===== config.mk =====
export PLATFORM = sky130hd
export DESIGN_NAME = periodic_task_dispatch_table
export DESIGN_NICKNAME = d
export VERILOG_FILES = /design/src/ptdt_pkg.sv /design/src/periodic_task_dispatch_table.sv /design/src/ptdt_front.sv /design/src/ptdt_back.sv /design/src/ptdt_res_fifo.sv
export VERILOG_INCLUDE_DIRS = /design/src /design/src/src
export SDC_FILE = /design/constraint.sdc
export NUM_CORES = 2
export LEC_CHECK = 0
export BUFFER_PORTS_ARGS = -buffer_cell sky130_fd_sc_hd__buf_4
export CORE_ASPECT_RATIO = 0.9
export CORE_UTILIZATION = 56
export DETAILED_ROUTE_END_ITERATION = 12
export GPL_TIMING_DRIVEN = 0
export PLACE_DENSITY = 0.75
export SETUP_SLACK_MARGIN = 0.3
export SYNTH_ARGS = -nofsm -noshare
export SYNTH_HDL_FRONTEND = slang
export SYNTH_SLANG_ARGS = --single-unit

===== constraint.sdc =====
create_clock -name clk -period 9.6 [get_ports clk]
set_clock_uncertainty 0.05 [all_clocks]
set_input_delay 1.92 -clock clk [delete_from_list [all_inputs] [get_ports clk]]
set_output_delay 1.92 -clock clk [all_outputs]
set_load 0.01 [all_outputs]

===== src/periodic_task_dispatch_table_macros.svh =====
// ----------------------------------------------------------------------------
// Assertion macros for the periodic task dispatch table
// Concurrent check wrappers that compile away when SYNTHESIS is defined.
// ----------------------------------------------------------------------------
`ifndef PERIODIC_TASK_DISPATCH_TABLE_MACROS_SVH
`define PERIODIC_TASK_DISPATCH_TABLE_MACROS_SVH

`ifndef SYNTHESIS

// Check that the consequent holds in the same cycle as the antecedent
`define PTDT_ASSERT_IMPLIES(lbl, clk, rst_n, ante, cons, msg) \
  lbl: assert property (@(posedge clk) disable iff (!rst_n) (ante) |-> (cons)) \
    else $error(msg);

// Check that a condition never holds
`define PTDT_ASSERT_NEVER(lbl, clk, rst_n, cond, msg) \
  lbl: assert property (@(posedge clk) disable iff (!rst_n) !(cond)) \
    else $error(msg);

`else

`define PTDT_ASSERT_IMPLIES(lbl, clk, rst_n, ante, cons, msg)
`define PTDT_ASSERT_NEVER(lbl, clk, rst_n, cond, msg)

`endif

`endif


===== src/ptdt_pkg.sv =====
// ----------------------------------------------------------------------------
// Periodic task dispatch table package
// Shared sizes, operation codes and beat types for the dispatch table.
// ----------------------------------------------------------------------------
package ptdt_pkg;

  // Table depth and derived widths
  localparam int MAX_TASKS = 16;
  localparam int IDX_W     = (MAX_TASKS > 1) ? $clog2(MAX_TASKS) : 1;
  localparam int CNT_W     = $clog2(MAX_TASKS + 1);

  // Field widths
  localparam int FUNC_W    = 3;
  localparam int HANDLE_W  = 8;
  localparam int RATE_W    = 32;
  localparam int TIME_W    = 32;
  localparam int COUNT_W   = 5;

  // Queue depths
  localparam int CMDQ_DEPTH = 2;
  localparam int RESQ_DEPTH = 4;

  // Function codes on the input port
  localparam logic [FUNC_W-1:0] FUNC_ADD        = 3'd0;
  localparam logic [FUNC_W-1:0] FUNC_SET_ACTIVE = 3'd1;
  localparam logic [FUNC_W-1:0] FUNC_SET_RATE   = 3'd2;
  localparam logic [FUNC_W-1:0] FUNC_RESET      = 3'd3;
  localparam logic [FUNC_W-1:0] FUNC_RUN        = 3'd4;

  // Result kinds
  localparam logic RK_STATUS = 1'b0;
  localparam logic RK_FIRED  = 1'b1;

  typedef logic [IDX_W-1:0]    idx_t;
  typedef logic [CNT_W-1:0]    cnt_t;
  typedef logic [COUNT_W-1:0]  count_t;
  typedef logic [HANDLE_W-1:0] handle_t;

  // Operation class decided by the front end
  typedef enum logic [2:0] {
    OPK_ADD,
    OPK_SET_ACTIVE,
    OPK_SET_RATE,
    OPK_RESET,
    OPK_RUN,
    OPK_BAD
  } op_kind_t;

  // Classified command passed from front to back
  typedef struct packed {
    op_kind_t            kind;
    handle_t             task_id;
    logic [RATE_W-1:0]   rate;
    logic [TIME_W-1:0]   time_value;
    logic                active_flag;
  } cmd_t;

  // One table entry
  typedef struct packed {
    handle_t             handle;
    logic [RATE_W-1:0]   rate;
    logic [TIME_W-1:0]   run_stamp;
    logic                active;
  } entry_t;

  // One result beat
  typedef struct packed {
    logic                result_kind;
    logic                ok;
    handle_t             handle;
    count_t              count;
    logic                last_of_run;
  } res_t;

  // Back end status
  typedef struct packed {
    logic                idle;
    cnt_t                used;
  } back_stat_t;

endpackage


===== src/periodic_task_dispatch_table.sv =====
// ----------------------------------------------------------------------------
// Periodic task dispatch table
// Time-triggered table of periodic tasks with add, set, reset and run operations.
// ----------------------------------------------------------------------------
// A two-entry command queue takes input beats while the back end works, and a
// four-entry result queue lets the back end keep going while results wait.
// Add and rejected operations go straight to the closing status beat in the
// back end; set active, set rate and reset timer walk the table, stopping at
// the matching entry; run walks every task in the table. The walk goes through
// the task table's single read port, one entry per cycle while the result
// queue has room; a full result queue stalls the walk.
// Each run gives one beat per fired task in table order, then a closing status
// beat with last_of_run set.
`include "periodic_task_dispatch_table_macros.svh"

module periodic_task_dispatch_table (
  input  logic                            clk,
  input  logic                            rst_n,
  input  logic                            in_push,
  output logic                            in_full,
  input  logic [ptdt_pkg::FUNC_W-1:0]     in_func,
  input  logic [ptdt_pkg::HANDLE_W-1:0]   in_task_id,
  input  logic [ptdt_pkg::RATE_W-1:0]     in_rate,
  input  logic [ptdt_pkg::TIME_W-1:0]     in_time_value,
  input  logic                            in_active_flag,
  output logic                            out_empty,
  input  logic                            out_pop,
  output logic                            out_result_kind,
  output logic                            out_ok,
  output logic [ptdt_pkg::HANDLE_W-1:0]   out_handle,
  output logic [ptdt_pkg::COUNT_W-1:0]    out_count,
  output logic                            out_last_of_run
);

  logic                 cmd_valid;
  ptdt_pkg::cmd_t       cmd;
  logic                 cmd_pop;
  logic                 res_push;
  logic                 res_full;
  ptdt_pkg::res_t       res;
  ptdt_pkg::res_t       res_out;
  ptdt_pkg::back_stat_t stat;

  // Classify and queue commands
  ptdt_front u_front (
    .clk            (clk),
    .rst_n          (rst_n),
    .in_push        (in_push),
    .in_full        (in_full),
    .in_func        (in_func),
    .in_task_id     (in_task_id),
    .in_rate        (in_rate),
    .in_time_value  (in_time_value),
    .in_active_flag (in_active_flag),
    .cmd_valid      (cmd_valid),
    .cmd            (cmd),
    .cmd_pop        (cmd_pop)
  );

  // Carry out commands against the task table
  ptdt_back u_back (
    .clk       (clk),
    .rst_n     (rst_n),
    .cmd_valid (cmd_valid),
    .cmd       (cmd),
    .cmd_pop   (cmd_pop),
    .res_full  (res_full),
    .res_push  (res_push),
    .res       (res),
    .stat      (stat)
  );

  // Buffer result beats
  ptdt_res_fifo u_res_fifo (
    .clk   (clk),
    .rst_n (rst_n),
    .push  (res_push),
    .din   (res),
    .full  (res_full),
    .pop   (out_pop),
    .dout  (res_out),
    .empty (out_empty)
  );

  assign out_result_kind = res_out.result_kind;
  assign out_ok          = res_out.ok;
  assign out_handle      = res_out.handle;
  assign out_count       = res_out.count;
  assign out_last_of_run = res_out.last_of_run;

  // Checks
  `PTDT_ASSERT_NEVER(a_used_bound, clk, rst_n,
    stat.used > ptdt_pkg::cnt_t'(ptdt_pkg::MAX_TASKS), "task count beyond table depth")
  `PTDT_ASSERT_IMPLIES(a_used_step, clk, rst_n, stat.used != $past(stat.used),
    stat.used == ptdt_pkg::cnt_t'($past(stat.used) + 1'b1),
    "task count moved by other than one add")
  `PTDT_ASSERT_IMPLIES(a_fired_not_last, clk, rst_n,
    !out_empty && out_result_kind == ptdt_pkg::RK_FIRED, !out_last_of_run && out_ok,
    "fired beat marked last or not ok")
  `PTDT_ASSERT_IMPLIES(a_idle_no_push, clk, rst_n, stat.idle, !res_push,
    "result beat pushed while back end idle")

endmodule


===== src/ptdt_front.sv =====
// ----------------------------------------------------------------------------
// Dispatch table front end
// Accepts input beats, classifies the operation and queues the command.
// ----------------------------------------------------------------------------
module ptdt_front (
  input  logic                               clk,
  input  logic                               rst_n,
  input  logic                               in_push,
  output logic                               in_full,
  input  logic [ptdt_pkg::FUNC_W-1:0]        in_func,
  input  ptdt_pkg::handle_t                  in_task_id,
  input  logic [ptdt_pkg::RATE_W-1:0]        in_rate,
  input  logic [ptdt_pkg::TIME_W-1:0]        in_time_value,
  input  logic                               in_active_flag,
  output logic                               cmd_valid,
  output ptdt_pkg::cmd_t                     cmd,
  input  logic                               cmd_pop
);

  localparam int PTR_W = (ptdt_pkg::CMDQ_DEPTH > 1) ? $clog2(ptdt_pkg::CMDQ_DEPTH) : 1;
  localparam int QCNT_W = $clog2(ptdt_pkg::CMDQ_DEPTH + 1);

  ptdt_pkg::cmd_t    q_r [ptdt_pkg::CMDQ_DEPTH];
  logic [PTR_W-1:0]  wr_ptr_r, wr_ptr_nxt;
  logic [PTR_W-1:0]  rd_ptr_r, rd_ptr_nxt;
  logic [QCNT_W-1:0] cnt_r, cnt_nxt;
  ptdt_pkg::cmd_t    cls;
  logic              do_push;
  logic              do_pop;

  // Classify the incoming beat; zero rates on add and set rate are rejected here
  always_comb begin
    cls.task_id     = in_task_id;
    cls.rate        = in_rate;
    cls.time_value  = in_time_value;
    cls.active_flag = in_active_flag;
    case (in_func)
      ptdt_pkg::FUNC_ADD: begin
        cls.kind = (in_rate == '0) ? ptdt_pkg::OPK_BAD : ptdt_pkg::OPK_ADD;
      end
      ptdt_pkg::FUNC_SET_ACTIVE: begin
        cls.kind = ptdt_pkg::OPK_SET_ACTIVE;
      end
      ptdt_pkg::FUNC_SET_RATE: begin
        cls.kind = (in_rate == '0) ? ptdt_pkg::OPK_BAD : ptdt_pkg::OPK_SET_RATE;
      end
      ptdt_pkg::FUNC_RESET: begin
        cls.kind = ptdt_pkg::OPK_RESET;
      end
      ptdt_pkg::FUNC_RUN: begin
        cls.kind = ptdt_pkg::OPK_RUN;
      end
      default: begin
        cls.kind = ptdt_pkg::OPK_BAD;
      end
    endcase
  end

  // Queue handshake
  assign in_full   = (cnt_r == QCNT_W'(ptdt_pkg::CMDQ_DEPTH));
  assign cmd_valid = (cnt_r != '0);
  assign cmd       = q_r[rd_ptr_r];
  assign do_push   = in_push && !in_full;
  assign do_pop    = cmd_pop && cmd_valid;

  // Advance pointers and fill count
  always_comb begin
    wr_ptr_nxt = wr_ptr_r;
    rd_ptr_nxt = rd_ptr_r;
    cnt_nxt    = cnt_r;
    if (do_push) begin
      wr_ptr_nxt = (wr_ptr_r == PTR_W'(ptdt_pkg::CMDQ_DEPTH - 1)) ? '0 : wr_ptr_r + 1'b1;
    end
    if (do_pop) begin
      rd_ptr_nxt = (rd_ptr_r == PTR_W'(ptdt_pkg::CMDQ_DEPTH - 1)) ? '0 : rd_ptr_r + 1'b1;
    end
    case ({do_push, do_pop})
      2'b10:   cnt_nxt = cnt_r + 1'b1;
      2'b01:   cnt_nxt = cnt_r - 1'b1;
      default: cnt_nxt = cnt_r;
    endcase
  end

  always_ff @(posedge clk) begin
    if (!rst_n) begin
      wr_ptr_r <= '0;
      rd_ptr_r <= '0;
      cnt_r    <= '0;
    end else begin
      wr_ptr_r <= wr_ptr_nxt;
      rd_ptr_r <= rd_ptr_nxt;
      cnt_r    <= cnt_nxt;
    end
  end

  // Hold queued commands
  always_ff @(posedge clk) begin
    if (do_push) begin
      q_r[wr_ptr_r] <= cls;
    end
  end

endmodule


===== src/ptdt_back.sv =====
// ----------------------------------------------------------------------------
// Dispatch table back end
// Owns the task table and walks it one entry per cycle, while the result queue has room, for run and lookups.
// ----------------------------------------------------------------------------
module ptdt_back (
  input  logic                  clk,
  input  logic                  rst_n,
  input  logic                  cmd_valid,
  input  ptdt_pkg::cmd_t        cmd,
  output logic                  cmd_pop,
  input  logic                  res_full,
  output logic                  res_push,
  output ptdt_pkg::res_t        res,
  output ptdt_pkg::back_stat_t  stat
);

  typedef enum logic [2:0] {
    S_IDLE   = 3'b001,
    S_WALK   = 3'b010,
    S_STATUS = 3'b100
  } state_t;

  ptdt_pkg::entry_t  mem [ptdt_pkg::MAX_TASKS];
  ptdt_pkg::entry_t  rd_data_r;

  state_t            state_r, state_nxt;
  ptdt_pkg::cmd_t    op_r, op_nxt;
  ptdt_pkg::cnt_t    rd_cnt_r, rd_cnt_nxt;
  logic              ev_vld_r, ev_vld_nxt;
  ptdt_pkg::idx_t    ev_idx_r, ev_idx_nxt;
  logic              found_r, found_nxt;
  ptdt_pkg::cnt_t    used_r, used_nxt;
  ptdt_pkg::handle_t next_handle_r, next_handle_nxt;

  logic              rd_en;
  logic              wr_en;
  ptdt_pkg::idx_t    wr_idx;
  ptdt_pkg::entry_t  wr_data;
  logic [ptdt_pkg::TIME_W-1:0] elapsed;
  logic              hit;
  logic              fire;
  logic              add_ok;
  logic              walk_op;
  logic              lookup_hit;

  // Evaluate the entry held in the read register
  assign elapsed = op_r.time_value - rd_data_r.run_stamp;
  assign hit     = (rd_data_r.handle == op_r.task_id);
  assign fire    = rd_data_r.active && (elapsed >= rd_data_r.rate);
  assign add_ok  = (used_r < ptdt_pkg::cnt_t'(ptdt_pkg::MAX_TASKS)) && (next_handle_r != '0);
  assign walk_op = (cmd.kind == ptdt_pkg::OPK_SET_ACTIVE) ||
                   (cmd.kind == ptdt_pkg::OPK_SET_RATE) ||
                   (cmd.kind == ptdt_pkg::OPK_RESET) ||
                   (cmd.kind == ptdt_pkg::OPK_RUN);
  assign lookup_hit = ev_vld_r && hit && (op_r.kind != ptdt_pkg::OPK_RUN);

  assign stat.idle = (state_r == S_IDLE);
  assign stat.used = used_r;

  // Sequencer
  always_comb begin
    state_nxt       = state_r;
    op_nxt          = op_r;
    rd_cnt_nxt      = rd_cnt_r;
    ev_vld_nxt      = ev_vld_r;
    ev_idx_nxt      = ev_idx_r;
    found_nxt       = found_r;
    used_nxt        = used_r;
    next_handle_nxt = next_handle_r;
    cmd_pop         = 1'b0;
    rd_en           = 1'b0;
    wr_en           = 1'b0;
    wr_idx          = ev_idx_r;
    wr_data         = rd_data_r;
    res_push        = 1'b0;
    res             = '0;
    case (state_r)
      S_IDLE: begin
        // Take the next command
        if (cmd_valid) begin
          cmd_pop    = 1'b1;
          op_nxt     = cmd;
          rd_cnt_nxt = '0;
          ev_vld_nxt = 1'b0;
          found_nxt  = 1'b0;
          state_nxt  = walk_op ? S_WALK : S_STATUS;
        end
      end
      S_WALK: begin
        // Stall the whole walk while the result queue is full
        if (!res_full) begin
          rd_en      = (rd_cnt_r < used_r);
          ev_vld_nxt = rd_en;
          ev_idx_nxt = rd_cnt_r[ptdt_pkg::IDX_W-1:0];
          if (rd_en) begin
            rd_cnt_nxt = rd_cnt_r + 1'b1;
          end
          if (ev_vld_r) begin
            case (op_r.kind)
              ptdt_pkg::OPK_RUN: begin
                if (fire) begin
                  wr_en              = 1'b1;
                  wr_data.run_stamp  = op_r.time_value;
                  res_push           = 1'b1;
                  res.result_kind    = ptdt_pkg::RK_FIRED;
                  res.ok             = 1'b1;
                  res.handle         = rd_data_r.handle;
                  res.count          = ptdt_pkg::count_t'(used_r);
                  res.last_of_run    = 1'b0;
                end
              end
              ptdt_pkg::OPK_SET_ACTIVE: begin
                if (hit) begin
                  wr_en          = 1'b1;
                  wr_data.active = op_r.active_flag;
                  found_nxt      = 1'b1;
                end
              end
              ptdt_pkg::OPK_SET_RATE: begin
                if (hit) begin
                  wr_en        = 1'b1;
                  wr_data.rate = op_r.rate;
                  found_nxt    = 1'b1;
                end
              end
              ptdt_pkg::OPK_RESET: begin
                if (hit) begin
                  wr_en             = 1'b1;
                  wr_data.run_stamp = op_r.time_value;
                  found_nxt         = 1'b1;
                end
              end
              default: begin
              end
            endcase
          end
          // Finish on a lookup match or when the walk has drained
          if (lookup_hit || (!rd_en && !ev_vld_r)) begin
            ev_vld_nxt = 1'b0;
            state_nxt  = S_STATUS;
          end
        end
      end
      S_STATUS: begin
        // Emit the closing status beat and apply add
        if (!res_full) begin
          res_push        = 1'b1;
          res.result_kind = ptdt_pkg::RK_STATUS;
          res.last_of_run = 1'b1;
          state_nxt       = S_IDLE;
          case (op_r.kind)
            ptdt_pkg::OPK_ADD: begin
              if (add_ok) begin
                wr_en             = 1'b1;
                wr_idx            = used_r[ptdt_pkg::IDX_W-1:0];
                wr_data.handle    = next_handle_r;
                wr_data.rate      = op_r.rate;
                wr_data.run_stamp = op_r.time_value;
                wr_data.active    = 1'b1;
                used_nxt          = used_r + 1'b1;
                next_handle_nxt   = next_handle_r + 1'b1;
                res.ok            = 1'b1;
                res.handle        = next_handle_r;
              end
            end
            ptdt_pkg::OPK_RUN: begin
              res.ok = 1'b1;
            end
            ptdt_pkg::OPK_SET_ACTIVE, ptdt_pkg::OPK_SET_RATE, ptdt_pkg::OPK_RESET: begin
              res.ok = found_r;
            end
            default: begin
              res.ok = 1'b0;
            end
          endcase
          res.count = ptdt_pkg::count_t'(used_nxt);
        end
      end
      default: begin
        state_nxt = S_IDLE;
      end
    endcase
  end

  // Control registers
  always_ff @(posedge clk) begin
    if (!rst_n) begin
      state_r       <= S_IDLE;
      rd_cnt_r      <= '0;
      ev_vld_r      <= 1'b0;
      found_r       <= 1'b0;
      used_r        <= '0;
      next_handle_r <= ptdt_pkg::handle_t'(1);
    end else begin
      state_r       <= state_nxt;
      rd_cnt_r      <= rd_cnt_nxt;
      ev_vld_r      <= ev_vld_nxt;
      found_r       <= found_nxt;
      used_r        <= used_nxt;
      next_handle_r <= next_handle_nxt;
    end
  end

  // Payload registers
  always_ff @(posedge clk) begin
    op_r     <= op_nxt;
    ev_idx_r <= ev_idx_nxt;
  end

  // Task table: one write port, one registered read port
  always_ff @(posedge clk) begin
    if (wr_en) begin
      mem[wr_idx] <= wr_data;
    end
    if (rd_en) begin
      rd_data_r <= mem[rd_cnt_r[ptdt_pkg::IDX_W-1:0]];
    end
  end

endmodule


===== src/ptdt_res_fifo.sv =====
// ----------------------------------------------------------------------------
// Dispatch table result queue
// Holds result beats until the consumer pops them.
// ----------------------------------------------------------------------------
module ptdt_res_fifo (
  input  logic            clk,
  input  logic            rst_n,
  input  logic            push,
  input  ptdt_pkg::res_t  din,
  output logic            full,
  input  logic            pop,
  output ptdt_pkg::res_t  dout,
  output logic            empty
);

  localparam int PTR_W  = (ptdt_pkg::RESQ_DEPTH > 1) ? $clog2(ptdt_pkg::RESQ_DEPTH) : 1;
  localparam int QCNT_W = $clog2(ptdt_pkg::RESQ_DEPTH + 1);

  ptdt_pkg::res_t    q_r [ptdt_pkg::RESQ_DEPTH];
  logic [PTR_W-1:0]  wr_ptr_r, wr_ptr_nxt;
  logic [PTR_W-1:0]  rd_ptr_r, rd_ptr_nxt;
  logic [QCNT_W-1:0] cnt_r, cnt_nxt;
  logic              do_push;
  logic              do_pop;

  assign full    = (cnt_r == QCNT_W'(ptdt_pkg::RESQ_DEPTH));
  assign empty   = (cnt_r == '0);
  assign dout    = q_r[rd_ptr_r];
  assign do_push = push && !full;
  assign do_pop  = pop && !empty;

  // Advance pointers and fill count
  always_comb begin
    wr_ptr_nxt = wr_ptr_r;
    rd_ptr_nxt = rd_ptr_r;
    if (do_push) begin
      wr_ptr_nxt = (wr_ptr_r == PTR_W'(ptdt_pkg::RESQ_DEPTH - 1)) ? '0 : wr_ptr_r + 1'b1;
    end
    if (do_pop) begin
      rd_ptr_nxt = (rd_ptr_r == PTR_W'(ptdt_pkg::RESQ_DEPTH - 1)) ? '0 : rd_ptr_r + 1'b1;
    end
    case ({do_push, do_pop})
      2'b10:   cnt_nxt = cnt_r + 1'b1;
      2'b01:   cnt_nxt = cnt_r - 1'b1;
      default: cnt_nxt = cnt_r;
    endcase
  end

  always_ff @(posedge clk) begin
    if (!rst_n) begin
      wr_ptr_r <= '0;
      rd_ptr_r <= '0;
      cnt_r    <= '0;
    end else begin
      wr_ptr_r <= wr_ptr_nxt;
      rd_ptr_r <= rd_ptr_nxt;
      cnt_r    <= cnt_nxt;
    end
  end

  // Hold result beats
  always_ff @(posedge clk) begin
    if (do_push) begin
      q_r[wr_ptr_r] <= din;
    end
  end

endmodule

After elaboration in Yosys (flattened, before gate mapping)
Memory sizes are Yosys's and may differ from the RTL's. A register that Yosys moved wholly into a read port is not among the register bits. Index checks and enable logic that the tools add are counted.

Memory bits (writable): 1384. Bits of input ports: 80. ROM bits: 0. Memories kept: 3. Output and inout bits: 18. Bits in latches: 0. Word-level logic and storage cells: 191. Register bits: 114.

$add $sub $neg: 12. $lt $le $gt $ge: 3. Reductions and logical operators: 36. Shift operators: 0. Multiply operators: 0. Bitwise operators: 1. Multiplexer cells: 85. Div/mod/pow operators: 0. Equality and inequality tests: 33.

Memory list: u_back.mem (depth 16, width 73, read ports 1, clocked after Yosys merged registers in 1, write ports 1, RTL line ptdt_back.sv:23) `ptdt_pkg::entry_t mem [ptdt_pkg::MAX_TASKS];`; u_front.q_r (depth 2, width 76, read ports 1, clocked after Yosys merged registers in 1, write ports 1, RTL line ptdt_front.sv:23) `ptdt_pkg::cmd_t q_r [ptdt_pkg::CMDQ_DEPTH];`; u_res_fifo.q_r (depth 4, width 16, read ports 1, clocked after Yosys merged registers in 1, write ports 1, RTL line ptdt_res_fifo.sv:19) `ptdt_pkg::res_t q_r [ptdt_pkg::RESQ_DEPTH];`.

Operators with widths (count): $mux W73 (3); $mux W65 (2); $pmux W65 S2 (1); $mux W32 (4); $mux W16 (4); $pmux W32 S2 (1); $mux W1 (34); $ge A32 B32 Y1 (1); $logic_not A32 Y1 (1); $pmux W16 S2 (1); $sub A32 B32 Y32 (1); $mux W5 (5); $eq A3 B2 Y1 const B (7); $mux W3 (7); $mux W4 (4); $mux W8 (2); $eq A3 B3 Y1 const B (5); $mux W15 (1); $pmux W3 S5 (1); $eq A3 B1 Y1 const B (4); $reduce_and A4 Y1 (3); $add A5 B1 Y5 const B (2); $eq A2 B2 Y1 const B (5); $ne A2 B1 Y1 const B (5); 31 further kinds (66).

Logic depth before layout (Yosys ltp)
Word-level depth: 11. Gate-level depth with buffers: 29. Depth with buffers taken out: 28.

By module
From an unflattened synthesis, not the netlist that was laid out.

Cell total of the unflattened synthesis: 2953. Area, all modules: 62303.5 um^2.

Modules (own cells, without submodules): ptdt_back (cells each 2535, area each 53666.5 um^2, sequential area each 40128.5 um^2, instances 1); ptdt_front (cells each 278, area each 5796.8 um^2, sequential area each 4664.5 um^2, instances 1); ptdt_res_fifo (cells each 140, area each 2840.2 um^2, sequential area each 2102.0 um^2, instances 1).

Worst setup path before layout
OpenSTA, ideal clock, no wires.

Path type: register to register. From: register u_back.op_r[1] (netlist bit). To: memory u_back.mem[12][0] (netlist bit), enable pin. Path slack: 0.107 ns. Setup time: 0.594 ns. Data arrival time: 8.849 ns. Cell stages (with the launch flop): 23. Required time: 8.956 ns. Buffers on the path: 1. Period minus slack after synthesis: 9.493 ns. Cell sequence: edfxtp_1 > inv_1 > ha_1 > inv_1 > fa_1 > a21o_1 > nand4_1 > a21oi_1 > o22ai_1 > o21ai_1 > a31o_2 > a211oi_1 > a21oi_1 > xor2_1 > ha_1 > nand4_1 > nor2_1 > nand4_1 > or2_0 > o221ai_1 > buf_6 > nor3_4 > nor3_1.

Cells in the longest elaborated chain, start to end: 10.

RTL lines: start: declaration (RTL line ptdt_back.sv:27) `ptdt_pkg::cmd_t op_r, op_nxt;`; start signal: assignment (RTL line ptdt_back.sv:206) `op_r <= op_nxt;`; $sub A32 B32 Y32 (RTL line ptdt_back.sv:47) `assign elapsed = op_r.time_value - rd_data_r.run_stamp;`; $ge A32 B32 Y1 (RTL line ptdt_back.sv:49) `assign fire = rd_data_r.active && (elapsed >= rd_data_r.rate);`; $logic_and A1 B1 Y1 (RTL line ptdt_back.sv:49); $mux W1 (RTL line ptdt_back.sv:101) `if (fire) begin`; $pmux W1 S2 (RTL line ptdt_back.sv:99) `case (op_r.kind)`; $mux W1 (RTL line ptdt_back.sv:98) `if (ev_vld_r) begin`; $mux W1 (RTL line ptdt_back.sv:91) `if (!res_full) begin`; $pmux W1 S2 (RTL line ptdt_back.sv:77) `case (state_r)`; $mux W1 (RTL line ptdt_back.sv:212) `if (wr_en) begin`; $mux W1 (implied by the code) (RTL line ptdt_back.sv:213) `mem[wr_idx] <= wr_data;`; end: declaration (RTL line ptdt_back.sv:23).

Every way passes these cells.

Final worst setup path
From: register u_back.op_r[1] (netlist bit). To: memory u_back.mem[4][38] (netlist bit), enable pin.

Same word-level chain as after synthesis.

==> results.toml <==
[status]
outcome = "completed"

[synth]
synth_top_cell_by_area = "edfxtp_1"
synth_common_cells = "1537 x edfxtp_1, 381 x mux4_2, 106 x nand2_1, 101 x a21oi_1, 94 x o21ai_0"
synth_most_common_cell = "edfxtp_1"
ys_seq_area_share_pct = 74.9
synth_area_um2 = 62600
synth_edf_count = 1537
synth_nets = 3244
ys_top_cells_by_area = "edfxtp_1 74%, mux4_2 14%, ha_1 1.6%, mux2_2 1.4%, dfxtp_1 1.2%"
syn_area_per_cell_um2 = 20.3
ys_types = 75
postSynthCellCount = 3084
ys_seq_elements = 1574
synth_flop_cell = "edfxtp_1"
ys_warn_count = 0
synth_top_area_share_pct = 73.8
synthArstFlopShare_pct = 0

[timing]
finalSetupViolCount = 0
slew_viol_final = 0
fmaxAchievable_ghz = 0.141
relSlewSlack_pct = 2.73
finalHoldViolCount = 0
fin_crit_sh_pct = 73.9
tightest_slew_ps = 1450
period_minus_slack_ps = 7090
rsz0062_at_grt = "no"

[finish]
fill_cells = 6869
final_nets = 3626
final_area_um2 = 72200
syn_to_final_growth_pct = 15.3
drive_gt1_share_pct = 27.7

[drt]
via_per_inst = 6.56
drt_iter0_drc = 4508
vias = 33177
post_drt_wl_per_cell_um = 31.6
firstDrtPassIters = 6
wl_um = 160000
ant_nets = 0
drcViolationCount = 0

[place]
place_area_um2 = 67000
hpwl_um = 104000
place_congestion = 0.894
portBuffers = 97

[worst_hold_path]
hp-class = "register to register"

[critical_path]
cp-start-kind = "register"
slowest_stage = "nor3_2"
path_class = "register to register"
path_max_fanout = 10
critPathRequiredTime_ps = 10000
end_kind = "register"
path_common_cell = "buf_6"
worstPathArrival_ps = 7490
max_stage_delay_ps = 670

[grt]
grt_max_degree = 43
grt_pass1_wl_um = 230000
overflow = 0
track_usage_pct = 28.6
grt_pass1_vias = 33905
antenna_found_initial = 2

[pwr]
power.total_mw = 15.6
seqPwrFrac_pct = 51.2
clkPwrFrac_pct = 39.0
p_sw_share_pct = 23.7
power.switching_mw = 3.69
power_density_nw_per_um2 = 216
p_comb_share_pct = 9.7
leakagePower_nw = 23.1
intPower_mw = 11.9
ir_drop_mv = 0.196

[floorplan]
start_util_pct = 56.9
placeableCoreArea_um2 = 110000
num_rows = 115
die_area_um2 = 113000
ioPinCount = 98
die_h_um = 319
die_w_um = 354

[cts]
cts_resized = 0
clk_latency_ps = 760
cts_buffers = 153
cts.clk_slew.worst_paths_ps = 60
clockBufferDepth = 3
cts.sinks = 1574
hold_buffers = 0
post_cts_buffers = 0
htree_levels = 4
cts_tree = "built"
root_buffer = "clkbuf_16"

[job]
maxCapViolCount = 0
worst max-delay path: cells and delay by family (launching register included):
kind            cells  cell delay (ps)
xor+xnor            1              170
simple gates        5             1140
compound gates      9             2220
flops               1              500
fa+ha+maj           3              880
buf+inv            10             1780
cell type report:
cell class,instances,area (um2),share of cell area [%]
tap,1462,1830,2.54
timing repair buffer,227,2510,3.48
sequential,1574,46900,65.0
antenna,1,2.50,0.00347
clock inverter,90,995,1.38
buffer,145,629,0.872
multi-input combinational,1276,14900,20.6
clock buffer,191,4100,5.68
inverter,89,334,0.463
cell families after synthesis:
logic type / share of synthesized area (%)
xor gates and xnor gates: 0.770
DFF: 74.9
and+or+nand+nor: 3.07
muxes: 15.2
adders and majority gates: 1.62
buffers and inverters: 1.54
AOI/OAI and AO/OA: 2.87
per-layer routing:
layer	vias to the layer above	routed length, um	global-route usage, %	part of all wire, %
met1	17105	58100	38.5	36
met3	342	18900	7.19	12
met4	0	5400	9.88	3.4
li1	13423	-	-	-
met2	2307	77300	46.0	48
met5	-	0	0	0
through the flow:
stage	setup TNS (ps)	std cells	worst slack, ps	util (%)	hold WS (ps)
CTS	0	5052	2580	65.5	422
global route	0	5054	2160	65.5	451
detailed placement	0	4771	2670	60.9	407
finish	0	5055	2510	65.5	422
global placement	-6152110	4643	-7820	59.2	400
floorplan	0	3084	107	-	381
sequential cells by signal (all words and copies together) (netlist names), 2 cells and up, named ones only:
signal                flops
u_back.ev_idx_r           4
u_back.rd_cnt_r           5
u_res_fifo.wr_ptr_r       2
u_back.mem             1168
u_back.next_handle_r      8
u_front.cnt_r             2
u_back.used_r             5
u_res_fifo.q_r           64
u_res_fifo.cnt_r          3
u_back.rd_data_r         73
u_back.op_r              76
u_front.q_r             152
u_back.state_r            3
u_res_fifo.rd_ptr_r       2
cell usage in the layout, fill, tap and decap left out, types with 14 or more instances in the layout:
cell       Yosys  final
edfxtp_1    1537   1537
mux4_2       381    381
clkbuf_16      0    158
clkbuf_1      85    115
nand2_1      106    106
buf_4          2    104
a21oi_1      101    101
buf_6          5     90
inv_1         87     87
ha_1          78     78
mux2_2        77     77
nor2_1        70     61
o21ai_0       94     59
nand4_1       46     46
o21ai_1        6     41
xnor2_1       37     37
dfxtp_1       37     37
nand3_1       35     35
buf_2         29     30
a21o_1        29     29
clkinv_1       0     27
buf_12         0     25
clkinv_2       0     23
buf_1         22     22
and2_1        21     20
xor2_1        18     18
bufinv_16      0     16
nor3_1        23     14
power by group through the flow:
| stage | combinational [mW] | clock (mW) | sequential (mW) |
|---|---|---|---|
| after global placement | 1.45 | 0 | 8.24 |
| after global routing | 1.63 | 6.39 | 8.00 |
| after detailed placement | 1.48 | 0 | 8.12 |
| final | 1.51 | 6.08 | 7.98 |
| after floorplan | 0.926 | 0 | 8.10 |
| after CTS | 1.49 | 6.14 | 7.98 |
worst paths after layout:
path                                                      start  cells past startpoint  slack (ps)                            to
worst max-delay path                   u_back.op_r[1]$_DFFE_PP_                     28        2510   u_back.mem[4][38]$_DFFE_PP_
worst min-delay path            u_back.rd_cnt_r[0]$_SDFFE_PN0P_                      0         420  u_back.ev_idx_r[0]$_DFFE_PP_
worst max register to register         u_back.op_r[1]$_DFFE_PP_                     28        2510   u_back.mem[4][38]$_DFFE_PP_
worst min register to register  u_back.rd_cnt_r[0]$_SDFFE_PN0P_                      0         420  u_back.ev_idx_r[0]$_DFFE_PP_
Note: power is estimated with default switching activity, not from simulation.
